File: config.mk
export PLATFORM = sky130hd
export DESIGN_NAME = grain_voice_allocator_with_stealing
export DESIGN_NICKNAME = d
export VERILOG_FILES = /design/src/rtl/gva_pkg.sv /design/src/rtl/grain_voice_allocator_with_stealing.sv /design/src/rtl/gva_slot_ram.sv /design/src/rtl/gva_slot_alu.sv
export SDC_FILE = /design/constraint.sdc
export NUM_CORES = 2
export LEC_CHECK = 0
export BUFFER_PORTS_ARGS = -buffer_cell sky130_fd_sc_hd__buf_2
export CORE_MARGIN = 8
export CORE_UTILIZATION = 50
export CTS_BUF_LIST = sky130_fd_sc_hd__clkbuf_8
export CTS_CLUSTER_DIAMETER = 200
export DETAILED_ROUTE_END_ITERATION = 6
export PLACE_DENSITY = 0.69
export SKIP_LAST_GASP = 1
export SLEW_MARGIN = 20
export SYNTH_ARGS = -nofsm -noshare
export SYNTH_HDL_FRONTEND = slang
export SYNTH_SLANG_ARGS = --single-unit
File: constraint.sdc
create_clock -name clk -period 15.1 [get_ports clk]
set_clock_uncertainty 0.1 [all_clocks]
set_input_delay 0.755 -clock clk [delete_from_list [all_inputs] [get_ports clk]]
set_output_delay 0.755 -clock clk [all_outputs]
set_load 0.005 [all_outputs]
File: src/rtl/gva_pkg.sv
`timescale 1ns / 1ps
`default_nettype none

package gva_pkg;

	localparam int SLOTS_DEF      = 32;
	localparam int MAX_ACTIVE_DEF = 16;

	localparam int BIRTH_W = 48;
	localparam int AGE_W   = 16;
	localparam int FADE_W  = 17;
	localparam int SLOT_OW = 5;   // slot index width on the result beat
	localparam int CNT_W   = 6;

	localparam logic [FADE_W-1:0] FADE_UNITY      = 17'd65536;
	localparam logic [FADE_W-1:0] FADE_STEP_RESET = 17'd683;

	typedef struct packed {
		logic [BIRTH_W-1:0] birth;
		logic [AGE_W-1:0]   age;
		logic [AGE_W-1:0]   length;
		logic [FADE_W-1:0]  fade;
	} slot_entry_t;

	typedef struct packed {
		slot_entry_t        entry;
		logic               stolen;
		logic [FADE_W-1:0]  fade_step;
		logic [BIRTH_W-1:0] best_birth;
	} alu_req_t;

	typedef struct packed {
		slot_entry_t entry;   // entry after one tick
		logic        done;    // slot retires on this tick
		logic        older;   // birth below the current best
	} alu_rsp_t;

endpackage

`default_nettype wire

File: src/rtl/grain_voice_allocator_with_stealing.sv
`timescale 1ns / 1ps
`default_nettype none

// Grain voice allocator with oldest-voice stealing.
// Input stream: s_axis_tuser = mode (0 tick, 1 spawn), s_axis_tdata = grain_length.
// Result stream: one beat per input beat on m_axis_*, fields listed at the port.
// cfg_valid/cfg_data write fade_step (Q1.16, 65536 = unity); cfg_ready is always high.
// Each item makes one pass over all SLOTS entries through a single slot RAM read
// port and one shared slot unit, stepping through the scan, commit and result
// states once accepted; the result state loads the result register once it is free.
// The slot RAM's one read per cycle sets the length of the scan. s_axis_tready
// is high only while no item is in progress.
// A finished result waits in the output register; the next item is accepted while
// it waits, but a second result is held back until the receiver takes the first.
// Reset clears all slot flags, the active count and the birth counter, and loads
// fade_step with 683. Slot payload RAM needs no clearing: its contents are used
// only for slots that a spawn has written.
module grain_voice_allocator_with_stealing #(
	parameter int SLOTS      = gva_pkg::SLOTS_DEF,
	parameter int MAX_ACTIVE = gva_pkg::MAX_ACTIVE_DEF
) (
	input  wire logic        clk,
	input  wire logic        arst_n,
	input  wire logic        cfg_valid,
	output wire logic        cfg_ready,
	input  wire logic [16:0] cfg_data,       // fade_step
	input  wire logic        s_axis_tvalid,
	output wire logic        s_axis_tready,
	input  wire logic [15:0] s_axis_tdata,   // grain_length
	input  wire logic [0:0]  s_axis_tuser,   // mode
	output wire logic        m_axis_tvalid,
	input  wire logic        m_axis_tready,
	// granted[0], granted_slot[5:1], stole[6], stolen_slot[11:7], dropped[12],
	// active_count[18:13], retired_count[24:19], zero[31:25]
	output wire logic [31:0] m_axis_tdata
);

	localparam int SLOT_W = (SLOTS > 1) ? $clog2(SLOTS) : 1;
	localparam int CW     = gva_pkg::CNT_W;

	typedef enum logic [3:0] {
		ST_IDLE   = 4'b0001,
		ST_SCAN   = 4'b0010,
		ST_COMMIT = 4'b0100,
		ST_RESULT = 4'b1000
	} state_t;

	state_t                       state_q;
	logic [SLOTS-1:0]             active_q;
	logic [SLOTS-1:0]             stolen_q;
	logic [CW-1:0]                counted_q;
	logic [gva_pkg::BIRTH_W-1:0]  birth_ctr_q;
	logic [gva_pkg::FADE_W-1:0]   fade_step_q;
	logic                         spawn_q;
	logic [gva_pkg::AGE_W-1:0]    len_q;
	logic [SLOT_W-1:0]            rd_idx_q;
	logic                         issue_done_q;
	logic                         vld_s1;
	logic [SLOT_W-1:0]            idx_s1;
	logic                         steal_need_q;
	logic                         old_found_q;
	logic [SLOT_W-1:0]            old_idx_q;
	logic [gva_pkg::BIRTH_W-1:0]  best_q;
	logic                         free_found_q;
	logic [SLOT_W-1:0]            free_idx_q;
	logic [CW-1:0]                retired_q;
	logic                         out_vld_q;
	logic [31:0]                  out_data_q;

	gva_pkg::slot_entry_t rd_entry;
	gva_pkg::slot_entry_t wr_entry;
	logic                 wr_en;
	logic [SLOT_W-1:0]    wr_addr;
	gva_pkg::alu_req_t    alu_req;
	gva_pkg::alu_rsp_t    alu_rsp;

	logic in_beat;
	logic slot_act;
	logic slot_stl;
	logic out_free;
	logic granted;
	logic stole;
	logic [31:0] result;

	assign in_beat       = s_axis_tvalid && s_axis_tready;
	assign s_axis_tready = (state_q == ST_IDLE);
	assign cfg_ready     = 1'b1;
	assign m_axis_tvalid = out_vld_q;
	assign m_axis_tdata  = out_data_q;
	assign out_free      = !out_vld_q || m_axis_tready;

	assign slot_act = active_q[idx_s1];
	assign slot_stl = stolen_q[idx_s1];

	assign alu_req.entry      = rd_entry;
	assign alu_req.stolen     = slot_stl;
	assign alu_req.fade_step  = fade_step_q;
	assign alu_req.best_birth = best_q;

	gva_slot_alu u_alu (
		.req (alu_req),
		.rsp (alu_rsp)
	);

	always_comb begin
		wr_entry        = alu_rsp.entry;
		wr_addr         = idx_s1;
		wr_en           = (state_q == ST_SCAN) && vld_s1 && !spawn_q && slot_act;
		if (state_q == ST_COMMIT) begin
			wr_entry.birth  = birth_ctr_q;
			wr_entry.age    = '0;
			wr_entry.length = len_q;
			wr_entry.fade   = gva_pkg::FADE_UNITY;
			wr_addr         = free_idx_q;
			wr_en           = spawn_q && free_found_q;
		end
	end

	gva_slot_ram #(
		.DEPTH (SLOTS),
		.AW    (SLOT_W)
	) u_ram (
		.clk     (clk),
		.wr_en   (wr_en),
		.wr_addr (wr_addr),
		.wr_data (wr_entry),
		.rd_addr (rd_idx_q),
		.rd_data (rd_entry)
	);

	assign granted = spawn_q && free_found_q;
	assign stole   = spawn_q && old_found_q;
	assign result  = {7'd0,
		retired_q,
		counted_q,
		spawn_q && !free_found_q,
		stole ? gva_pkg::SLOT_OW'(old_idx_q) : gva_pkg::SLOT_OW'(0),
		stole,
		granted ? gva_pkg::SLOT_OW'(free_idx_q) : gva_pkg::SLOT_OW'(0),
		granted};

	always_ff @(posedge clk or negedge arst_n) begin
		if (!arst_n) begin
			state_q      <= ST_IDLE;
			active_q     <= '0;
			stolen_q     <= '0;
			counted_q    <= '0;
			birth_ctr_q  <= '0;
			fade_step_q  <= gva_pkg::FADE_STEP_RESET;
			spawn_q      <= 1'b0;
			len_q        <= '0;
			rd_idx_q     <= '0;
			issue_done_q <= 1'b0;
			vld_s1       <= 1'b0;
			idx_s1       <= '0;
			steal_need_q <= 1'b0;
			old_found_q  <= 1'b0;
			old_idx_q    <= '0;
			best_q       <= '0;
			free_found_q <= 1'b0;
			free_idx_q   <= '0;
			retired_q    <= '0;
			out_vld_q    <= 1'b0;
			out_data_q   <= '0;
		end else begin
			if (cfg_valid) begin
				fade_step_q <= cfg_data;
			end
			if ((state_q == ST_RESULT) && out_free) begin
				out_vld_q <= 1'b1;
			end else if (m_axis_tready) begin
				out_vld_q <= 1'b0;
			end

			unique case (state_q)
				ST_IDLE: begin
					if (in_beat) begin
						spawn_q      <= s_axis_tuser[0];
						len_q        <= (s_axis_tdata == '0) ? gva_pkg::AGE_W'(1) : s_axis_tdata;
						rd_idx_q     <= '0;
						issue_done_q <= 1'b0;
						vld_s1       <= 1'b0;
						old_found_q  <= 1'b0;
						free_found_q <= 1'b0;
						retired_q    <= '0;
						steal_need_q <= counted_q >= CW'(MAX_ACTIVE);
						state_q      <= ST_SCAN;
					end
				end
				ST_SCAN: begin
					// issue side: one RAM read per cycle
					vld_s1 <= !issue_done_q;
					idx_s1 <= rd_idx_q;
					if (!issue_done_q) begin
						if (rd_idx_q == SLOT_W'(SLOTS - 1)) begin
							issue_done_q <= 1'b1;
						end else begin
							rd_idx_q <= rd_idx_q + SLOT_W'(1);
						end
					end
					// process side: entry read last cycle
					if (vld_s1) begin
						if (spawn_q) begin
							if (steal_need_q && slot_act && !slot_stl &&
							    (!old_found_q || alu_rsp.older)) begin
								old_found_q <= 1'b1;
								old_idx_q   <= idx_s1;
								best_q      <= rd_entry.birth;
							end
							if (!slot_act && !free_found_q) begin
								free_found_q <= 1'b1;
								free_idx_q   <= idx_s1;
							end
						end else if (slot_act && alu_rsp.done) begin
							active_q[idx_s1] <= 1'b0;
							if (!slot_stl && counted_q != '0) begin
								counted_q <= counted_q - CW'(1);
							end
							retired_q <= retired_q + CW'(1);
						end
						if (idx_s1 == SLOT_W'(SLOTS - 1)) begin
							state_q <= ST_COMMIT;
						end
					end
				end
				ST_COMMIT: begin
					if (spawn_q) begin
						if (old_found_q) begin
							stolen_q[old_idx_q] <= 1'b1;
						end
						if (free_found_q) begin
							active_q[free_idx_q] <= 1'b1;
							stolen_q[free_idx_q] <= 1'b0;
							birth_ctr_q          <= birth_ctr_q + gva_pkg::BIRTH_W'(1);
						end
						counted_q <= counted_q + CW'(free_found_q) - CW'(old_found_q);
					end
					state_q <= ST_RESULT;
				end
				ST_RESULT: begin
					if (out_free) begin
						out_data_q <= result;
						state_q    <= ST_IDLE;
					end
				end
				default: begin
					state_q <= ST_IDLE;
				end
			endcase
		end
	end

	// non-stolen active count never exceeds the cap
	a_count_cap: assert property (@(posedge clk) disable iff (!arst_n)
		counted_q <= CW'(MAX_ACTIVE))
		else $error("active count above cap");

	// between items the count matches the slot flags
	a_count_flags: assert property (@(posedge clk) disable iff (!arst_n)
		(state_q == ST_IDLE) |-> ($countones(active_q & ~stolen_q) == int'(counted_q)))
		else $error("active count out of step with slot flags");

	// the granted slot was really free
	a_grant_free: assert property (@(posedge clk) disable iff (!arst_n)
		(state_q == ST_COMMIT && spawn_q && free_found_q) |-> !active_q[free_idx_q])
		else $error("grant to a busy slot");

	// a steal never lands on the slot being granted
	a_steal_grant: assert property (@(posedge clk) disable iff (!arst_n)
		(state_q == ST_COMMIT && spawn_q && free_found_q && old_found_q)
		|-> (old_idx_q != free_idx_q))
		else $error("stolen slot equals granted slot");

endmodule

`default_nettype wire

File: src/rtl/gva_slot_ram.sv
`timescale 1ns / 1ps
`default_nettype none

module gva_slot_ram #(
	parameter int DEPTH = gva_pkg::SLOTS_DEF,
	parameter int AW    = 5
) (
	input  wire logic                  clk,
	input  wire logic                  wr_en,
	input  wire logic [AW-1:0]         wr_addr,
	input  wire gva_pkg::slot_entry_t  wr_data,
	input  wire logic [AW-1:0]         rd_addr,
	output gva_pkg::slot_entry_t       rd_data
);

	gva_pkg::slot_entry_t mem_q [0:DEPTH-1];

	always_ff @(posedge clk) begin
		if (wr_en) begin
			mem_q[wr_addr] <= wr_data;
		end
		rd_data <= mem_q[rd_addr];
	end

endmodule

`default_nettype wire

File: src/rtl/gva_slot_alu.sv
`timescale 1ns / 1ps
`default_nettype none

// Shared per-slot unit: tick aging/fading and birth compare for the oldest search.
module gva_slot_alu (
	input  wire gva_pkg::alu_req_t req,
	output gva_pkg::alu_rsp_t      rsp
);

	logic [gva_pkg::AGE_W-1:0]  age_n;
	logic [gva_pkg::FADE_W-1:0] fade_n;
	logic                       len_done;

	always_comb begin
		age_n    = req.entry.age + gva_pkg::AGE_W'(1);
		len_done = age_n >= req.entry.length;
		if (!req.stolen) begin
			fade_n = req.entry.fade;
		end else if (req.entry.fade > req.fade_step) begin
			fade_n = req.entry.fade - req.fade_step;
		end else begin
			fade_n = '0;
		end

		rsp.entry        = req.entry;
		rsp.entry.age    = age_n;
		rsp.entry.fade   = fade_n;
		rsp.done         = len_done || (req.stolen && (fade_n == '0));
		rsp.older        = req.entry.birth < req.best_birth;
	end

endmodule

`default_nettype wire
After elaboration in Yosys (flattened, before gate mapping):

Memories as Yosys holds them, arrays and structs flattened. A register that Yosys moved wholly into a read port is not among the register bits.
Index checks and enable logic that the tools add are counted.

* reductions and logical operators: 48
* add/sub/neg operators: 8
* order comparisons: 10
* bitwise logic cells: 6
* multiplexer cells: 65
* equality and inequality tests: 20

Operators by type and width (count)
* 2-to-1 mux 32 bit: 9
* 2-to-1 mux 97 bit: 1
* AND 32 bit: 2
* inverter 32 bit: 2
* bitwise OR 32 bit: 2
* case mux 32 bit (2 select lines): 1
* 2-to-1 mux 6 bit: 9
* adder 48 x 1 -> 48 bit, second input constant: 1
* less-than comparator 48 bit: 1
* 2-to-1 mux 17 bit: 2
* 2-to-1 mux 5 bit: 6
* case mux 6 bit (2 select lines): 2
* 2-to-1 mux 1 bit: 19
* logical AND 1 bit: 18
* less-than comparator 5 x 6 -> 1 bit, second input constant: 3
* > comparator 17 bit: 1
* logical NOT 17 bit: 1
* subtractor 17 bit: 1
* adder 16 x 1 -> 16 bit, second input constant: 1
* greater-or-equal comparator 16 bit: 1
* logical NOT 16 bit: 1
* 2-to-1 mux 16 bit: 1
* 2-to-1 mux 4 bit: 4
* inequality test 2 bit, second input constant: 8
* 27 further kinds: 60

* RAM bits: 3104
* bits of input ports: 39
* output and inout port bits: 35
* memories kept: 1
* bits in registers: 261

Memory list
* u_ram.mem_q: depth 32, bits a word 97, rd ports 1, clocked after memory_dff 1, wr ports 1, line gva_slot_ram.sv:16 `gva_pkg::slot_entry_t mem_q [0:DEPTH-1];`

Depth between registers and ports, before layout:

* word-level depth: 11
* gate-level depth with buffers: 18

Modules after synthesis:

From an unflattened synthesis, not the netlist that was laid out.

* cell total of the unflattened synthesis: 7516
* area total of the unflattened synthesis: 136358.3 um2

By module, submodules not included
* gva_slot_ram: instances 1, cells an instance 5663, area an instance 119876.2 um2
* grain_voice_allocator_with_stealing: instances 1, cells an instance 1333, area an instance 12801.0 um2
* gva_slot_alu: instances 1, cells an instance 520, area an instance 3681.0 um2

Worst setup path before layout:

No wires, ideal clock.

* path kind: register -> register
* start point: register state_q[2]
* end point: memory u_ram.mem_q[10][0] (netlist name), enable pin
* slack: 8488 ps
* required time: 14447 ps
* stages on the path, launching flop included: 8
* library setup time: 553 ps
* buffers on the path: 1
* clock period less this slack: 6612 ps
* data arrival time: 5958 ps
* path through: dfrtp_1 -> buf_2 -> nor4b_1 -> nand2_1 -> nor2_2 -> a21o_1 -> o21ai_1 -> nor2_1

* longest elaborated chain between the ends: 7

RTL lines
* from (decl): line grain_voice_allocator_with_stealing.sv:48 `state_t state_q;`
* from (signal assigned): line grain_voice_allocator_with_stealing.sv:144 `state_q <= ST_IDLE;`
* from (signal assigned): line grain_voice_allocator_with_stealing.sv:187 `state_q <= ST_SCAN;`
* from (signal assigned): line grain_voice_allocator_with_stealing.sv:222 `state_q <= ST_COMMIT;`
* equality test 4 x 2 -> 1 bit: line grain_voice_allocator_with_stealing.sv:108 `wr_en = (state_q == ST_SCAN) && vld_s1 && !spawn_q && slot_act;`
* logical AND 1 bit (3 in a row): line grain_voice_allocator_with_stealing.sv:108
* 2-to-1 mux 1 bit: line grain_voice_allocator_with_stealing.sv:109 `if (state_q == ST_COMMIT) begin`
* 2-to-1 mux 1 bit: line gva_slot_ram.sv:19 `if (wr_en) begin`
* 2-to-1 mux 1 bit (implied by the code): line gva_slot_ram.sv:20 `mem_q[wr_addr] <= wr_data;`
* to (decl): line gva_slot_ram.sv:16

Several ways; a longest one is shown, not always the timed one.

Final worst setup path:

* start point: register, netlist name u_ram.rd_data[33]
* end point: register retired_q[5]

* longest elaborated chain between the ends: 6

RTL lines
* adder 16 x 1 -> 16 bit: line gva_slot_alu.sv:15 `age_n = req.entry.age + gva_pkg::AGE_W'(1);`
* greater-or-equal comparator 16 bit: line gva_slot_alu.sv:16 `len_done = age_n >= req.entry.length;`
* logical OR 1 bit: line gva_slot_alu.sv:28 `rsp.done = len_done || (req.stolen && (fade_n == '0));`
* logical AND 1 bit: line grain_voice_allocator_with_stealing.sv:214 `end else if (slot_act && alu_rsp.done) begin`
* inequality test 2 x 1 -> 1 bit (no line)
* AND reduction 5 bit (no line)
* to (signal assigned): line grain_voice_allocator_with_stealing.sv:219 `retired_q <= retired_q + CW'(1);`
* to (decl): line grain_voice_allocator_with_stealing.sv:66 `logic [CW-1:0] retired_q;`

Every way passes these cells.
A chain may end at the register's enable or synchronous reset.

==> flow_metrics.env <==
export IMPL_vias_per_cell=6.21
export IMPL_gp_congestion=0.806
export IMPL_crit_path_start_kind="flip-flop"
export IMPL_cts_root_buf="clkbuf_8"
export IMPL_synth_edf_count=3104
export IMPL_mappedNetlistArea_um2=135000
export IMPL_htreeDepth=6
export IMPL_drc=3
export IMPL_power_leakage_nw=40.8
export IMPL_hpwl_um=165000
export IMPL_num_vias=67100
export IMPL_area_growth_synth_to_final_pct=11.8
export IMPL_io_pins=74
export IMPL_worst_skew_pair_late_latency_ns=1.01
export IMPL_worstPathRequired_ns=15.85
export IMPL_layout_commonest_cell="edfxtp_1"
export IMPL_ys_warn_count=0
export IMPL_grt_max_degree=146
export IMPL_ant_nets=0
export IMPL_rsz0062_at_grt="false"
export IMPL_grt_pass1_vias=68200
export IMPL_finish_net_count=6966
export IMPL_synthFlopType="edfxtp_1"
export IMPL_slew_violations=0
export IMPL_clk_pin_slew_ns=0.07
export IMPL_fp_dieW_um=536
export IMPL_yosysUniqueCellTypes=80
export IMPL_synthArstFlopShare_pct=7.54
export IMPL_drive_gt1_share_pct=29.0
export IMPL_fmax_mhz=173
export IMPL_end_kind="flip-flop"
export IMPL_grt_antenna_before_repair=4
export IMPL_routed_wl_um=329000
export IMPL_hp_start="cfg_valid"
export IMPL_clock_path_buffers=4
export IMPL_hold_end="fade_step_q[9]"
export IMPL_reg2reg_depth=17
export IMPL_synth_seq_cells=3462
export IMPL_portBuffers=65
export IMPL_die_area_um2=287000
export IMPL_path_max_fanout=12
export IMPL_die_h_um=536
export IMPL_cts_sinks=3462
export IMPL_postLayoutCoreUtil_pct=56.3
export IMPL_rows=190
export IMPL_period_minus_slack_ns=5.78
export IMPL_grt_pass1_wl_um=478000
export IMPL_cp_arrival_ns=6.52
export IMPL_dr_pass1_iters=7
export IMPL_syn_inst=6324
export IMPL_total_power_mw=22.2
export IMPL_final_cell_mix="edfxtp_1 (3104), mux4_2 (974), clkbuf_8 (603)"
export IMPL_holdWs_ns=0.116
export IMPL_min_path_cells=3
export IMPL_setup_viol=0
export IMPL_power_density_nw_per_um2=147
export IMPL_tns_ns=0
export IMPL_hp_class="input port to flip-flop"
export IMPL_core_area_um2=268000
export IMPL_path_class="flip-flop to flip-flop"
export IMPL_ctsResizeCount=0
export IMPL_holdBufCountCts=37
export IMPL_drtIter0Drc=8587
export IMPL_grt_remaining_overflow=0
export IMPL_start_util_pct=50.3
export IMPL_routedWlPerCell_um=30.4
export IMPL_finalHoldViolCount=0
export IMPL_worst_slew_pin_transition_ns=1.18
export IMPL_syn_avg_cell_area_um2=21.3
export IMPL_fin_crit_sh_pct=38.2
export IMPL_synth_seq_area_share_pct=75.3
export IMPL_cts_tree="yes"
export IMPL_vdd_drop_max_mv=0.120
export IMPL_violations="DRC"
export IMPL_cts_setup_buffers=0
export IMPL_globalRouteTotalUtil_pct=22.6
export IMPL_outcome="finished with violations"
export IMPL_maxCapViolCount=0
export IMPL_crit_reg2reg_launch="u_ram.rd_data[33]"
export IMPL_worst_r2r_endpoint="retired_q[5]"
export IMPL_relSlewSlack_pct=21.1
export IMPL_cts_buffers=554
export IMPL_rrSetupSlack_ns=9.32
## routing by layer
metal / vias up / global-route usage, % / part of all wire, %
li1: 27200 / - / -
met1: 36000 / 33.2 / 41
met2: 3460 / 35.8 / 48
met3: 477 / 4.17 / 9.1
met4: 0 / 5.37 / 2.0
met5: - / 0 / 0
## sequential cells by signal (all words and copies together) (netlist names), 4 cells and up
name and flops:
u_ram.mem_q 3104, u_ram.rd_data 97, best_q 48, birth_ctr_q 48, active_q 32, stolen_q 32
m_axis_tdata 25, fade_step_q 17, len_q 16, counted_q 6, retired_q 6, free_idx_q 5
idx_s1 5, old_idx_q 5, rd_idx_q 5, state_q 4
## critical path: stages, from the launching register on
cell      delay [ns]
dfxtp_1         0.41
ha_1            0.22
nand3_1         0.14
nor2_1          0.31
and3_1          0.29
nor2b_1         0.33
nand4_1         0.17
xnor2_1         0.19
ha_1            0.32
nand4_1         0.23
nor3_1          0.24
o21ai_0         0.24
nor2_1          0.18
or3_1           0.41
a311oi_1        0.19
nor2_1          0.73
nand3_2         0.47
a311o_1         0.47
## area by class of cell
cell class	count	area, um2
clock buffer	603	8300
timing repair buffer	261	2210
clock inverter	378	1880
multi-input combinational	2446	32000
sequential	3462	102000
tap	3552	4440
antenna	3	7.51
inverter	103	387
fill	19600	117000
## cells by family (layout without fill, tap and decap cells)
family / Yosys count / in the layout / synth area share [%]
XOR/XNOR: 76 / 76 / 0.493
AND/OR/NAND/NOR: 782 / 782 / 2.62
AO/OA/AOI/OAI: 317 / 317 / 1.56
buffers and inverters: 422 / 1345 / 1.24
flip-flops: 3462 / 3462 / 75.3
adder cells (fa/ha/maj): 99 / 99 / 0.929
multiplexers: 1164 / 1164 / 17.8
other: 2 / 11 / 0.00556
## where the power goes
part           total, mW  internal (mW)  switching [mW]
logic               3.52           1.41            2.11
registers           11.3           11.1           0.179
clock network       7.45           3.82            3.62
## stage by stage
step	cells	setup WS [ns]	area [um2]
6_report	10800	9.32	151000
5_1_grt	10800	9.01	151000
4_1_cts	10800	9.28	151000
3_5_place_dp	9786	9.33	140000
3_3_place_gp	9784	9.32	140000
2_1_floorplan	6330	8.49	135000
## cell usage after synthesis, types with 5 or more instances
master | count | area share [%]
edfxtp_1 | 3104 | 69
mux4_2 | 974 | 16
nand2_1 | 344 | 0.96
dfrtp_1 | 254 | 4.7
clkbuf_1 | 236 | 0.66
nor2_1 | 195 | 0.54
mux2_2 | 150 | 1.3
inv_1 | 103 | 0.29
dfxtp_1 | 97 | 1.4
ha_1 | 97 | 0.90
o21ai_0 | 89 | 0.33
a21oi_1 | 69 | 0.26
buf_1 | 54 | 0.15
nand3_1 | 49 | 0.18
xnor2_1 | 44 | 0.29
nand4_1 | 36 | 0.17
a21o_1 | 32 | 0.18
xor2_1 | 32 | 0.21
and2_1 | 28 | 0.13
mux2i_1 | 26 | 0.19
nor3_1 | 25 | 0.093
o22a_1 | 24 | 0.16
and3_1 | 19 | 0.088
buf_2 | 18 | 0.067
a22oi_1 | 17 | 0.095
mux2_1 | 14 | 0.12
o21a_1 | 14 | 0.078
nor2b_1 | 11 | 0.051
or3_1 | 11 | 0.051
nand2b_1 | 10 | 0.046
nor4_1 | 9 | 0.042
a32oi_1 | 8 | 0.052
buf_4 | 8 | 0.044
o32a_1 | 8 | 0.059
a211oi_1 | 7 | 0.039
dfstp_2 | 7 | 0.14
and4_1 | 6 | 0.039
nand3b_1 | 6 | 0.033
nor3b_1 | 6 | 0.033
nor4b_1 | 6 | 0.039
a221oi_1 | 5 | 0.032
or2_2 | 5 | 0.023
## worst max path at each step
stage,cells after the start,from,slack [ns],end
6_report,17,u_ram.rd_data[33],9.32,retired_q[5]
4_1_cts,8,state_q[3],9.28,u_ram.mem_q[3][44]
5_1_grt,17,u_ram.rd_data[33],9.01,retired_q[5]
2_1_floorplan,7,state_q[2],8.49,u_ram.mem_q[10][0]
3_3_place_gp,8,state_q[3],9.32,u_ram.mem_q[3][55]
3_5_place_dp,8,state_q[3],9.33,u_ram.mem_q[3][44]
Power figures use the tool's default switching activity.
